### config.mk
export PLATFORM = sky130hd
export DESIGN_NAME = http_request_header_parser
export DESIGN_NICKNAME = d
export VERILOG_FILES = /design/src/rtl/hrhp_pkg.sv /design/src/rtl/hrhp_cfg.sv /design/src/rtl/hrhp_core.sv /design/src/rtl/hrhp_out.sv /design/src/rtl/http_request_header_parser.sv
export SDC_FILE = /design/constraint.sdc
export NUM_CORES = 1
export LEC_CHECK = 0
export BUFFER_PORTS_ARGS = -buffer_cell sky130_fd_sc_hd__buf_4
export CORE_MARGIN = 5
export CORE_UTILIZATION = 35
export CTS_CLUSTER_SIZE = 28
export DETAILED_ROUTE_END_ITERATION = 6
export PLACE_DENSITY = 0.63
export SYNTH_ARGS = -nofsm -noshare
export SYNTH_HDL_FRONTEND = slang
export SYNTH_SLANG_ARGS = --single-unit
### constraint.sdc
create_clock -name clk_i -period 8.5 [get_ports clk_i]
set_input_delay 1.7 -clock clk_i [delete_from_list [all_inputs] [get_ports clk_i]]
set_output_delay 1.7 -clock clk_i [all_outputs]
set_load 0.02 [all_outputs]
### src/rtl/hrhp_pkg.sv
// ----------------------------------------------------------------------------
// hrhp_pkg
// shared types, phase codes and match strings of the request header parser
// ----------------------------------------------------------------------------
`default_nettype none

package hrhp_pkg;

  localparam int unsigned BufferBytesDefault = 2048;

  // result status codes
  localparam logic [1:0] StDone = 2'd0;
  localparam logic [1:0] StBad  = 2'd1;
  localparam logic [1:0] StLong = 2'd2;

  // configuration register indexes
  localparam logic [0:0] RegRequestLimit = 1'd0;

  // parse phases
  typedef enum logic [12:0] {
    PhMethod  = 13'b0_0000_0000_0001,
    PhGap1    = 13'b0_0000_0000_0010,
    PhUrl     = 13'b0_0000_0000_0100,
    PhGap2    = 13'b0_0000_0000_1000,
    PhVer     = 13'b0_0000_0001_0000,
    PhRbad    = 13'b0_0000_0010_0000,
    PhHname   = 13'b0_0000_0100_0000,
    PhHother  = 13'b0_0000_1000_0000,
    PhConnWs  = 13'b0_0001_0000_0000,
    PhConnVal = 13'b0_0010_0000_0000,
    PhClenWs  = 13'b0_0100_0000_0000,
    PhClenVal = 13'b0_1000_0000_0000,
    PhBody    = 13'b1_0000_0000_0000
  } phase_e;

  // url prefix tracking
  typedef enum logic [3:0] {
    UmUndecided = 4'b0001,
    UmSeek      = 4'b0010,
    UmPath      = 4'b0100,
    UmInvalid   = 4'b1000
  } url_mode_e;

  // result payload handed to the output stage
  typedef struct packed {
    logic [1:0]  status;
    logic        is_post;
    logic        keep_alive;
    logic [10:0] url_start;
    logic [10:0] url_length;
    logic        url_is_root;
    logic [15:0] body_length;
    logic [10:0] body_start;
    logic [11:0] request_length;
  } result_t;

  // lower-case fold of letters
  function automatic logic [7:0] fold(input logic [7:0] c);
    logic [7:0] r;
    r = c;
    if (c >= 8'h41 && c <= 8'h5A) r = c + 8'd32;
    return r;
  endfunction

  function automatic logic is_gap(input logic [7:0] c);
    return (c == 8'h20) || (c == 8'h09);
  endfunction

  // character of each keyword at a position, 0 past its end
  function automatic logic [7:0] chr_get(input logic [3:0] p);
    logic [7:0] r;
    case (p)
      4'd0: r = "g";
      4'd1: r = "e";
      4'd2: r = "t";
      default: r = 8'h00;
    endcase
    return r;
  endfunction

  function automatic logic [7:0] chr_post(input logic [3:0] p);
    logic [7:0] r;
    case (p)
      4'd0: r = "p";
      4'd1: r = "o";
      4'd2: r = "s";
      4'd3: r = "t";
      default: r = 8'h00;
    endcase
    return r;
  endfunction

  function automatic logic [7:0] chr_ver(input logic [3:0] p);
    logic [7:0] r;
    case (p)
      4'd0: r = "h";
      4'd1: r = "t";
      4'd2: r = "t";
      4'd3: r = "p";
      4'd4: r = "/";
      4'd5: r = "1";
      4'd6: r = ".";
      4'd7: r = "1";
      default: r = 8'h00;
    endcase
    return r;
  endfunction

  function automatic logic [7:0] chr_https(input logic [3:0] p);
    logic [7:0] r;
    case (p)
      4'd0: r = "h";
      4'd1: r = "t";
      4'd2: r = "t";
      4'd3: r = "p";
      4'd4: r = "s";
      4'd5: r = ":";
      4'd6: r = "/";
      4'd7: r = "/";
      default: r = 8'h00;
    endcase
    return r;
  endfunction

  function automatic logic [7:0] chr_http(input logic [3:0] p);
    logic [7:0] r;
    case (p)
      4'd0: r = "h";
      4'd1: r = "t";
      4'd2: r = "t";
      4'd3: r = "p";
      4'd4: r = ":";
      4'd5: r = "/";
      4'd6: r = "/";
      default: r = 8'h00;
    endcase
    return r;
  endfunction

  function automatic logic [7:0] chr_conn(input logic [3:0] p);
    logic [7:0] r;
    case (p)
      4'd0: r = "c";
      4'd1: r = "o";
      4'd2: r = "n";
      4'd3: r = "n";
      4'd4: r = "e";
      4'd5: r = "c";
      4'd6: r = "t";
      4'd7: r = "i";
      4'd8: r = "o";
      4'd9: r = "n";
      4'd10: r = ":";
      default: r = 8'h00;
    endcase
    return r;
  endfunction

  function automatic logic [7:0] chr_clen(input logic [3:0] p);
    logic [7:0] r;
    case (p)
      4'd0: r = "c";
      4'd1: r = "o";
      4'd2: r = "n";
      4'd3: r = "t";
      4'd4: r = "e";
      4'd5: r = "n";
      4'd6: r = "t";
      4'd7: r = "-";
      4'd8: r = "l";
      4'd9: r = "e";
      4'd10: r = "n";
      4'd11: r = "g";
      4'd12: r = "t";
      4'd13: r = "h";
      4'd14: r = ":";
      default: r = 8'h00;
    endcase
    return r;
  endfunction

  function automatic logic [7:0] chr_keep(input logic [3:0] p);
    logic [7:0] r;
    case (p)
      4'd0: r = "k";
      4'd1: r = "e";
      4'd2: r = "e";
      4'd3: r = "p";
      4'd4: r = "-";
      4'd5: r = "a";
      4'd6: r = "l";
      4'd7: r = "i";
      4'd8: r = "v";
      4'd9: r = "e";
      default: r = 8'h00;
    endcase
    return r;
  endfunction

endpackage

`default_nettype wire

### src/rtl/hrhp_cfg.sv
// ----------------------------------------------------------------------------
// hrhp_cfg
// apb register file holding the request limit, clamped for the parser
// ----------------------------------------------------------------------------
`default_nettype none

module hrhp_cfg #(
  parameter int unsigned BufferBytes = hrhp_pkg::BufferBytesDefault
) (
  input  wire logic        clk_i,
  input  wire logic        rst_ni,
  input  wire logic        psel,
  input  wire logic        penable,
  input  wire logic        pwrite,
  input  wire logic [2:0]  paddr,
  input  wire logic [31:0] pwdata,
  output logic      [31:0] prdata,
  output logic             pready,
  output logic      [16:0] limit_o
);

  logic [11:0] limit_q;
  logic        hit;

  assign pready = 1'b1;
  assign hit    = (paddr[2] == hrhp_pkg::RegRequestLimit) && (paddr[1:0] == 2'b00);

  // register write
  always_ff @(posedge clk_i or negedge rst_ni) begin
    if (!rst_ni) begin
      limit_q <= 12'd2048;
    end else if (psel && penable && pwrite && hit) begin
      limit_q <= pwdata[11:0];
    end
  end

  assign prdata = hit ? {20'd0, limit_q} : 32'd0;

  // effective limit: zero acts as one, capped at the buffer size
  always_comb begin
    if (limit_q == 12'd0) begin
      limit_o = 17'd1;
    end else if (17'(limit_q) > 17'(BufferBytes)) begin
      limit_o = 17'(BufferBytes);
    end else begin
      limit_o = 17'(limit_q);
    end
  end

endmodule

`default_nettype wire

### src/rtl/hrhp_core.sv
// ----------------------------------------------------------------------------
// hrhp_core
// per-byte parse state and next-state logic, one byte a cycle while step_i is high
// ----------------------------------------------------------------------------
`default_nettype none

module hrhp_core (
  input  wire logic                    clk_i,
  input  wire logic                    rst_ni,
  input  wire logic                    step_i,
  input  wire logic [7:0]              byte_i,
  input  wire logic [16:0]             limit_i,
  output logic                         res_valid_o,
  output hrhp_pkg::result_t            res_o
);

  hrhp_pkg::phase_e    phase_q, phase_d;
  hrhp_pkg::url_mode_e umode_q, umode_d;
  logic [3:0]  pos_q, pos_d;
  logic [3:0]  mask_q, mask_d;
  logic        cr_q, cr_d;
  logic [16:0] bpos_q, bpos_d;
  logic        post_q, post_d;
  logic        keep_q, keep_d;
  logic [15:0] len_q, len_d;
  logic [15:0] left_q, left_d;
  logic [10:0] pbeg_q, pbeg_d;
  logic [10:0] psize_q, psize_d;

  logic [7:0]  f;
  logic [3:0]  pb;
  logic        have_res;
  logic [1:0]  st;
  logic [19:0] mul;

  function automatic logic [3:0] bump(input logic [3:0] p);
    return (p < 4'd15) ? p + 4'd1 : 4'd15;
  endfunction

  assign f  = hrhp_pkg::fold(byte_i);
  assign pb = bump(pos_q);
  assign mul = {len_q, 3'b000} + {3'b000, len_q, 1'b0} + 20'(byte_i - 8'h30);

  // next-state logic for one request byte
  always_comb begin
    phase_d = phase_q; umode_d = umode_q; pos_d = pos_q; mask_d = mask_q;
    cr_d = cr_q; post_d = post_q; keep_d = keep_q; len_d = len_q;
    left_d = left_q; pbeg_d = pbeg_q; psize_d = psize_q;
    bpos_d = bpos_q + 17'd1;
    have_res = 1'b0; st = hrhp_pkg::StDone;

    if (phase_q == hrhp_pkg::PhBody) begin
      if (left_q > 16'd1) begin
        left_d = left_q - 16'd1;
      end else begin
        left_d = 16'd0; have_res = 1'b1;
      end
    end else if (cr_q) begin
      cr_d = 1'b0;
      if (byte_i != 8'h0A) begin
        have_res = 1'b1; st = hrhp_pkg::StBad;
      end else begin
        // line end
        phase_d = hrhp_pkg::PhHname; pos_d = 4'd0; mask_d = 4'd3;
        case (phase_q)
          hrhp_pkg::PhVer: begin
            if (!(mask_q[0] && pos_q == 4'd8)) begin
              have_res = 1'b1; st = hrhp_pkg::StBad;
            end
          end
          hrhp_pkg::PhMethod, hrhp_pkg::PhGap1, hrhp_pkg::PhUrl,
          hrhp_pkg::PhGap2, hrhp_pkg::PhRbad: begin
            have_res = 1'b1; st = hrhp_pkg::StBad;
          end
          hrhp_pkg::PhHname: begin
            if (pos_q == 4'd0) begin
              if (len_q == 16'd0) begin
                have_res = 1'b1;
              end else begin
                phase_d = hrhp_pkg::PhBody; left_d = len_q;
              end
            end
          end
          hrhp_pkg::PhConnVal: begin
            if (mask_q[0] && pos_q == 4'd10) keep_d = 1'b1;
          end
          default: ;
        endcase
      end
    end else if (byte_i == 8'h0D) begin
      cr_d = 1'b1;
    end else if (byte_i == 8'h0A) begin
      have_res = 1'b1; st = hrhp_pkg::StBad;
    end else begin
      case (phase_q)
        hrhp_pkg::PhMethod: begin
          if (hrhp_pkg::is_gap(byte_i)) begin
            if (mask_q[0] && pos_q == 4'd3) begin
              post_d = 1'b0; phase_d = hrhp_pkg::PhGap1;
            end else if (mask_q[1] && pos_q == 4'd4) begin
              post_d = 1'b1; phase_d = hrhp_pkg::PhGap1;
            end else begin
              phase_d = hrhp_pkg::PhRbad;
            end
          end else begin
            if (!(pos_q < 4'd3 && f == hrhp_pkg::chr_get(pos_q))) mask_d[0] = 1'b0;
            if (!(pos_q < 4'd4 && f == hrhp_pkg::chr_post(pos_q))) mask_d[1] = 1'b0;
            pos_d = pb;
          end
        end
        hrhp_pkg::PhGap1, hrhp_pkg::PhUrl: begin
          logic [3:0] i;
          logic [3:0] m;
          hrhp_pkg::url_mode_e um;
          i = pos_q; m = mask_q; um = umode_q;
          if (phase_q == hrhp_pkg::PhGap1) begin
            i = 4'd0; m = 4'hC; um = hrhp_pkg::UmUndecided;
          end
          if (hrhp_pkg::is_gap(byte_i)) begin
            if (phase_q == hrhp_pkg::PhUrl) begin
              phase_d = (umode_q == hrhp_pkg::UmPath) ? hrhp_pkg::PhGap2
                                                      : hrhp_pkg::PhRbad;
            end
          end else begin
            phase_d = hrhp_pkg::PhUrl;
            mask_d = m; umode_d = um;
            case (um)
              hrhp_pkg::UmUndecided: begin
                if (i == 4'd0 && byte_i == 8'h2F) begin
                  umode_d = hrhp_pkg::UmPath; pbeg_d = bpos_q[10:0]; psize_d = 11'd1;
                end else begin
                  if (!(i < 4'd7 && f == hrhp_pkg::chr_http(i))) m[2] = 1'b0;
                  if (!(i < 4'd8 && f == hrhp_pkg::chr_https(i))) m[3] = 1'b0;
                  mask_d = m;
                  if ((i == 4'd6 && m[2]) || (i == 4'd7 && m[3])) begin
                    umode_d = hrhp_pkg::UmSeek;
                  end else if (m[3:2] == 2'b00) begin
                    umode_d = hrhp_pkg::UmInvalid;
                  end
                end
              end
              hrhp_pkg::UmSeek: begin
                if (byte_i == 8'h2F) begin
                  umode_d = hrhp_pkg::UmPath; pbeg_d = bpos_q[10:0]; psize_d = 11'd1;
                end
              end
              hrhp_pkg::UmPath: begin
                if (psize_q < 11'd2047) psize_d = psize_q + 11'd1;
              end
              default: ;
            endcase
            pos_d = bump(i);
          end
        end
        hrhp_pkg::PhGap2, hrhp_pkg::PhVer: begin
          if (!(phase_q == hrhp_pkg::PhGap2 && hrhp_pkg::is_gap(byte_i))) begin
            logic [3:0] i;
            i = (phase_q == hrhp_pkg::PhGap2) ? 4'd0 : pos_q;
            phase_d = hrhp_pkg::PhVer;
            mask_d = (phase_q == hrhp_pkg::PhGap2) ? 4'd1 : mask_q;
            if (!(i < 4'd8 && f == hrhp_pkg::chr_ver(i))) mask_d = 4'd0;
            pos_d = bump(i);
          end
        end
        hrhp_pkg::PhHname: begin
          logic [3:0] m;
          m = mask_q;
          if (!(pos_q < 4'd11 && f == hrhp_pkg::chr_conn(pos_q))) m[0] = 1'b0;
          if (!(pos_q < 4'd15 && f == hrhp_pkg::chr_clen(pos_q))) m[1] = 1'b0;
          mask_d = m; pos_d = pb;
          if (m[0] && pb == 4'd11) begin
            phase_d = hrhp_pkg::PhConnWs;
          end else if (m[1] && pb == 4'd15) begin
            phase_d = hrhp_pkg::PhClenWs; len_d = 16'd0;
          end else if (m[1:0] == 2'b00) begin
            phase_d = hrhp_pkg::PhHother;
          end
        end
        hrhp_pkg::PhConnWs, hrhp_pkg::PhConnVal: begin
          if (!(phase_q == hrhp_pkg::PhConnWs && hrhp_pkg::is_gap(byte_i))) begin
            logic [3:0] i;
            i = (phase_q == hrhp_pkg::PhConnWs) ? 4'd0 : pos_q;
            phase_d = hrhp_pkg::PhConnVal;
            mask_d = (phase_q == hrhp_pkg::PhConnWs) ? 4'd1 : mask_q;
            if (!(i < 4'd10 && f == hrhp_pkg::chr_keep(i))) mask_d = 4'd0;
            pos_d = bump(i);
          end
        end
        hrhp_pkg::PhClenWs, hrhp_pkg::PhClenVal: begin
          if (!(phase_q == hrhp_pkg::PhClenWs && hrhp_pkg::is_gap(byte_i))) begin
            if (byte_i >= 8'h30 && byte_i <= 8'h39) begin
              len_d = (mul > 20'd65535) ? 16'hFFFF : mul[15:0];
              phase_d = hrhp_pkg::PhClenVal;
            end else begin
              phase_d = hrhp_pkg::PhHother;
            end
          end
        end
        default: ;
      endcase
    end

    if (!have_res && bpos_d >= limit_i) begin
      have_res = 1'b1; st = hrhp_pkg::StLong;
    end
  end

  // result fields
  always_comb begin
    res_o = '0;
    res_o.status = st;
    res_o.request_length = bpos_d[11:0];
    if (st == hrhp_pkg::StDone) begin
      res_o.is_post     = post_d;
      res_o.keep_alive  = keep_d;
      res_o.url_start   = pbeg_d;
      res_o.url_length  = psize_d;
      res_o.url_is_root = (psize_d == 11'd1);
      res_o.body_length = len_d;
      res_o.body_start  = bpos_d[10:0] - len_d[10:0];
    end
  end
  assign res_valid_o = have_res;

  // state registers, cleared after every result
  always_ff @(posedge clk_i or negedge rst_ni) begin
    if (!rst_ni) begin
      phase_q <= hrhp_pkg::PhMethod; umode_q <= hrhp_pkg::UmUndecided;
      pos_q <= '0; mask_q <= 4'hF; cr_q <= 1'b0; bpos_q <= '0;
      post_q <= 1'b0; keep_q <= 1'b0; len_q <= '0; left_q <= '0;
      pbeg_q <= '0; psize_q <= '0;
    end else if (step_i) begin
      if (have_res) begin
        phase_q <= hrhp_pkg::PhMethod; umode_q <= hrhp_pkg::UmUndecided;
        pos_q <= '0; mask_q <= 4'hF; cr_q <= 1'b0; bpos_q <= '0;
        post_q <= 1'b0; keep_q <= 1'b0; len_q <= '0; left_q <= '0;
        pbeg_q <= '0; psize_q <= '0;
      end else begin
        phase_q <= phase_d; umode_q <= umode_d; pos_q <= pos_d; mask_q <= mask_d;
        cr_q <= cr_d; bpos_q <= bpos_d; post_q <= post_d; keep_q <= keep_d;
        len_q <= len_d; left_q <= left_d; pbeg_q <= pbeg_d; psize_q <= psize_d;
      end
    end
  end

`ifndef SYNTH
  a_pos_below_limit: assert property (@(posedge clk_i) disable iff (!rst_ni)
    step_i && !have_res |-> bpos_d < limit_i)
    else $error("byte count passed the limit");
  a_body_left: assert property (@(posedge clk_i) disable iff (!rst_ni)
    phase_q == hrhp_pkg::PhBody |-> left_q != 16'd0)
    else $error("body phase with nothing left");
  a_cr_not_body: assert property (@(posedge clk_i) disable iff (!rst_ni)
    phase_q == hrhp_pkg::PhBody |-> !cr_q)
    else $error("pending cr in body");
`endif

endmodule

`default_nettype wire

### src/rtl/hrhp_out.sv
// ----------------------------------------------------------------------------
// hrhp_out
// result register with one skid entry so the input keeps flowing while the skid is empty
// ----------------------------------------------------------------------------
`default_nettype none

module hrhp_out (
  input  wire logic              clk_i,
  input  wire logic              rst_ni,
  input  wire logic              in_valid_i,
  input  wire hrhp_pkg::result_t in_i,
  output logic                   space_o,
  output logic                   out_valid_o,
  input  wire logic              out_ready_i,
  output hrhp_pkg::result_t      out_o
);

  hrhp_pkg::result_t main_q, skid_q;
  logic main_v_q, skid_v_q;
  logic pop;

  assign pop         = main_v_q && out_ready_i;
  assign space_o     = !skid_v_q;
  assign out_valid_o = main_v_q;
  assign out_o       = main_q;

  // control
  always_ff @(posedge clk_i or negedge rst_ni) begin
    if (!rst_ni) begin
      main_v_q <= 1'b0; skid_v_q <= 1'b0;
    end else begin
      if (!main_v_q || pop) begin
        main_v_q <= skid_v_q || in_valid_i;
        skid_v_q <= skid_v_q && in_valid_i;
      end else if (in_valid_i) begin
        skid_v_q <= 1'b1;
      end
    end
  end

  // payload
  always_ff @(posedge clk_i) begin
    if (!main_v_q || pop) begin
      if (skid_v_q) begin
        main_q <= skid_q;
        if (in_valid_i) skid_q <= in_i;
      end else begin
        main_q <= in_i;
      end
    end else if (in_valid_i) begin
      skid_q <= in_i;
    end
  end

`ifndef SYNTH
  a_skid_needs_main: assert property (@(posedge clk_i) disable iff (!rst_ni)
    skid_v_q |-> main_v_q) else $error("skid full with empty main");
  a_no_overrun: assert property (@(posedge clk_i) disable iff (!rst_ni)
    skid_v_q && !pop |-> !in_valid_i) else $error("result dropped");
  a_hold: assert property (@(posedge clk_i) disable iff (!rst_ni)
    main_v_q && !out_ready_i |=> main_v_q && $stable(main_q))
    else $error("result changed while stalled");
`endif

endmodule

`default_nettype wire

### src/rtl/http_request_header_parser.sv
// ----------------------------------------------------------------------------
// http_request_header_parser
// byte-stream http/1.1 request parser with one result per request
// ----------------------------------------------------------------------------
// One request byte is taken per clock: each byte is registered through the
// single parse stage and the result lands in an output register backed by a
// one-entry skid buffer, so input stalls only when both hold results that
// have not been taken. The ending byte's result is registered in the output
// register or the skid entry; no clearing pass is needed after reset.
`default_nettype none

module http_request_header_parser #(
  parameter int unsigned BufferBytes = hrhp_pkg::BufferBytesDefault
) (
  input  wire logic        clk_i,
  input  wire logic        rst_ni,
  input  wire logic        psel,
  input  wire logic        penable,
  input  wire logic        pwrite,
  input  wire logic [2:0]  paddr,
  input  wire logic [31:0] pwdata,
  output logic      [31:0] prdata,
  output logic             pready,
  input  wire logic        data_valid_i,
  output logic             data_ready_o,
  input  wire logic [7:0]  data_byte_i,
  output logic             result_valid_o,
  input  wire logic        result_ready_i,
  output logic [1:0]       status_o,
  output logic             is_post_o,
  output logic             keep_alive_o,
  output logic [10:0]      url_start_o,
  output logic [10:0]      url_length_o,
  output logic             url_is_root_o,
  output logic [15:0]      body_length_o,
  output logic [10:0]      body_start_o,
  output logic [11:0]      request_length_o
);

  logic [16:0]       limit;
  logic              step, res_valid, space;
  hrhp_pkg::result_t res, res_out;

  hrhp_cfg #(.BufferBytes(BufferBytes)) u_cfg (
    .clk_i, .rst_ni, .psel, .penable, .pwrite, .paddr, .pwdata, .prdata, .pready,
    .limit_o(limit)
  );

  assign data_ready_o = space;
  assign step         = data_valid_i && space;

  hrhp_core u_core (
    .clk_i, .rst_ni, .step_i(step), .byte_i(data_byte_i), .limit_i(limit),
    .res_valid_o(res_valid), .res_o(res)
  );

  hrhp_out u_out (
    .clk_i, .rst_ni, .in_valid_i(step && res_valid), .in_i(res), .space_o(space),
    .out_valid_o(result_valid_o), .out_ready_i(result_ready_i), .out_o(res_out)
  );

  assign status_o         = res_out.status;
  assign is_post_o        = res_out.is_post;
  assign keep_alive_o     = res_out.keep_alive;
  assign url_start_o      = res_out.url_start;
  assign url_length_o     = res_out.url_length;
  assign url_is_root_o    = res_out.url_is_root;
  assign body_length_o    = res_out.body_length;
  assign body_start_o     = res_out.body_start;
  assign request_length_o = res_out.request_length;

`ifndef SYNTH
  a_status_code: assert property (@(posedge clk_i) disable iff (!rst_ni)
    result_valid_o |-> status_o != 2'd3) else $error("bad status code");
  a_bad_fields_zero: assert property (@(posedge clk_i) disable iff (!rst_ni)
    result_valid_o && status_o != hrhp_pkg::StDone |-> body_length_o == 16'd0)
    else $error("fields set on failed request");
  a_len_nonzero: assert property (@(posedge clk_i) disable iff (!rst_ni)
    result_valid_o |-> request_length_o != 12'd0) else $error("empty request");
`endif

endmodule

`default_nettype wire
==> flow_summary.ini <==
[synth]
synth.avg_cell_area_sq_um = 9.10
yosysTopAreaCellShare_pct = 23.3
syn_area_sq_um = 17000
synthFlopType = edfxtp_1
yosysSeqAreaShare_pct = 40.0
async_flop_share_pct = 46.1
yosysTopAreaCell = edfxtp_1
synth-warning-count = 0
ys_seq_elements = 245
syn_inst = 1870
synth.area.top_cells = edfxtp_1, dfrtp_1, ha_1
synth_cell_types = 92
synth_edf_count = 132

[critical_path]
crit_required_ns = 8.76
cp_num_buf_inv = 6
cp-start-kind = input pin
reg2reg_to = u_out.out_o[19]$_DFFE_PN_
cp.arrival_ns = 7.97
cpMostUsedCell = buf_4
crit_fanout = 13
critPathMaxStageDelay_ns = 0.42
reg2reg_depth = 19
critPathCaptureType = register
slowest_stage = fa_1
criticalPathCategory = input pin to register
reg2reg_slack_ns = 2.20
reg2reg_from = u_core.pos_q[0]$_DFFE_PN0P_
path_delay_family = compound AO/OA/AOI/OAI gates

[drt]
ant_nets = 0
wl_mm = 52.0
firstDrtPassIters = 6
wl_per_cell_microns = 20.2
initialDrtViolationCount = 1382
drc = 0
via_per_inst = 5.81
via_count = 15000

[pwr]
power_w = 0.00529
powerDensity_nw_per_um2 = 275
ir_drop_v = 0.000151
p_leak_nw = 7.95

[clock_network]
cts_buffers = 27
clkLatencyLatePin_ns = 0.55
path_clk_slew_ns = 0.06
holdBufCountCts = 0
cts_buffer_depth = 3
cts.sinks = 245
cts_tree = yes
post_cts_buffers = 0
htreeDepth = 1
cts-resized-gates = 0
cts_root_buf = clkbuf_16

[place]
dpl-instance-area_sq_um = 18400
hpwl_mm = 38.1
pre_cts_ws_ns = 0.268
gp_congestion = 0.944
io_buffers = 109

[global_route]
grt_pass1_vias = 14300
grt_antenna_before_repair = 1
grt_overflow_total = 0
grt_pass1_wl_mm = 81.7
grt_usage_pct = 18.8
grt_max_degree = 90

[final_layout]
fin_area_sq_um = 19200
syn_to_final_growth_pct = 13.1
insertedDiodeCount = 0
seqCellArea_sq_um = 6800
drive_above_1_share_pct = 14.3
n_fill_cell = 4710
final_nets = 2077
multi_input_area_sq_um = 9450

[hold_path]
hp-start = u_core.pbeg_q[5]$_DFFE_PN0P_
hold_path.class = register to register
min_to = u_core.pbeg_q[5]$_DFFE_PN0P_
hold_depth = 1

[timing]
setup_viol = 0
slew_viol_final = 0
period_share_pct = 90.7
max_freq_mhz = 130
setup_slack_ns = 0.793
worst_hold_slack_ns = 0.503
slew_headroom_pct = 26.6
fin_worst_skew_ns = 0.0243
finalSetupTns_ns = 0
rsz0062_at_grt = false
worst_slew_pin_slew_ns = 1.09
min_period_ns = 7.71
finalHoldViolCount = 0

[flow_run]
cap_violations = 0

[floorplan]
fp-row-count = 80
initial_utilization_pct = 35.5
fp.dieH_microns = 230
core_sq_um = 47900
pin_count = 151
die_w_microns = 230
dieArea_sq_um = 53100

[run_status]
outcome = finished, final reports clean
-- logic make-up after synthesis --
kind of cell / synth area share (%)
AO/OA/AOI/OAI: 20.2
XOR/XNOR: 3.68
adder cells (fa/ha/maj): 7.25
multiplexers: 2.77
buffers and inverters: 5.05
other: 0.0441
flip-flops: 40.0
AND/OR/NAND/NOR: 21.1
-- layout by cell type (no fill, tap or decap), types with 25 or more instances in the layout --
master     instances
a21oi_1           96
nand4_1           25
xor2_1            30
mux2_2            33
o21ai_0          127
clkbuf_16         27
o31ai_1           53
nand2_1          228
xnor2_1           39
inv_1             66
nor3_1            55
edfxtp_1         132
nor4_1            30
buf_4            151
nor2b_1           27
nand3_1           44
dfrtp_1          105
ha_1              73
nor2_1           144
-- layer usage --
metal	part of all wire, %	GRT usage (%)
met3	6.4	3.28
met2	45	30.0
met1	44	25.6
met4	3.9	7.21
met5	0.025	0
-- cell usage after synthesis (all sizes together), types with 12 or more instances --
library cell and instances:
nor3 56, a31oi 13, a21o 17, or2 12, o211ai 14, nand2 230
nor4 35, or3 16, and3 19, buf 52, and2 20, inv 67
dfrtp 106, a22o 18, edfxtp 132, ha 73, a22oi 23, nand4 25
o31ai 53, fa 16, o21ai 133, nand2b 17, xnor2 39, nor2 146
xor2 30, o22ai 16, nor2b 28, a21oi 98, mux2 33, nand3 44
clkbuf 79
-- stage by stage --
step | std cells | util [%]
final | 2574 | 40.1
after global routing | 2574 | 40.1
after CTS | 2574 | 40.1
after detailed placement | 2524 | 38.4
after global placement | 2524 | 38.4
after floorplan | 1889 | -
-- state kept, by name, indices dropped and copies added, names as in the netlist --
signal and count:
u_core.left_q 16, u_cfg.limit_q 12, u_out.skid_q 66, u_out.skid_v_q 1
u_out.out_valid_o 1, u_core.psize_q 11, u_core.mask_q 4, u_core.keep_q 1
u_core.pos_q 4, u_core.len_q 16, u_core.cr_q 1, u_core.pbeg_q 11
u_core.phase_q 13, u_core.bpos_q 17, u_core.umode_q 4, u_out.out_o 66
u_core.post_q 1
-- worst max-delay path by stage --
stage / slack [ns] / endpoint / from / cells past startpoint
after floorplan: 0.72 / u_out.out_o[22]$_DFFE_PN_ / data_byte_i[4] / 29
after CTS: 0.81 / u_out.out_o[22]$_DFFE_PN_ / data_byte_i[5] / 29
after global placement: 0.31 / u_out.out_o[22]$_DFFE_PN_ / data_byte_i[5] / 29
final: 0.79 / u_out.out_o[22]$_DFFE_PN_ / data_byte_i[5] / 29
after detailed placement: 0.27 / u_out.out_o[22]$_DFFE_PN_ / data_byte_i[5] / 29
after global routing: 0.32 / u_out.out_o[22]$_DFFE_PN_ / data_byte_i[5] / 28
-- power breakdown --
group | switching, W | internal, W
Combinational | 0.00158 | 0.000905
Sequential | 0.000164 | 0.00152
Clock | 0.000495 | 0.000629
Total | 0.00223 | 0.00306
-- final cells by class --
cell class / count / area share, %
clock buffer: 37 / 3.76
inverter: 69 / 1.35
timing repair buffer: 151 / 5.89
multi-input combinational: 1444 / 49.1
tap: 615 / 4.00
sequential: 245 / 35.3
clock inverter: 13 / 0.540
-- worst reg2reg max path: stages, from the launching register on --
cell and delay [ns]:
dfrtp_1 0.78, ha_1 0.71, ha_1 0.29, nand2_1 0.10, or4_1 0.46, and4_1 0.23, or4b_1 0.69, a21oi_2 0.43
o21ai_0 0.28, nand2_1 0.19, ha_1 0.25, nor2b_1 0.13, o21ai_0 0.22, a21oi_1 0.11, o21ai_0 0.17, nand2b_1 0.12
a31o_2 0.29, xor2_1 0.14, and2_1 0.17, mux2_2 0.26
(Power assumes the default switching activity.)
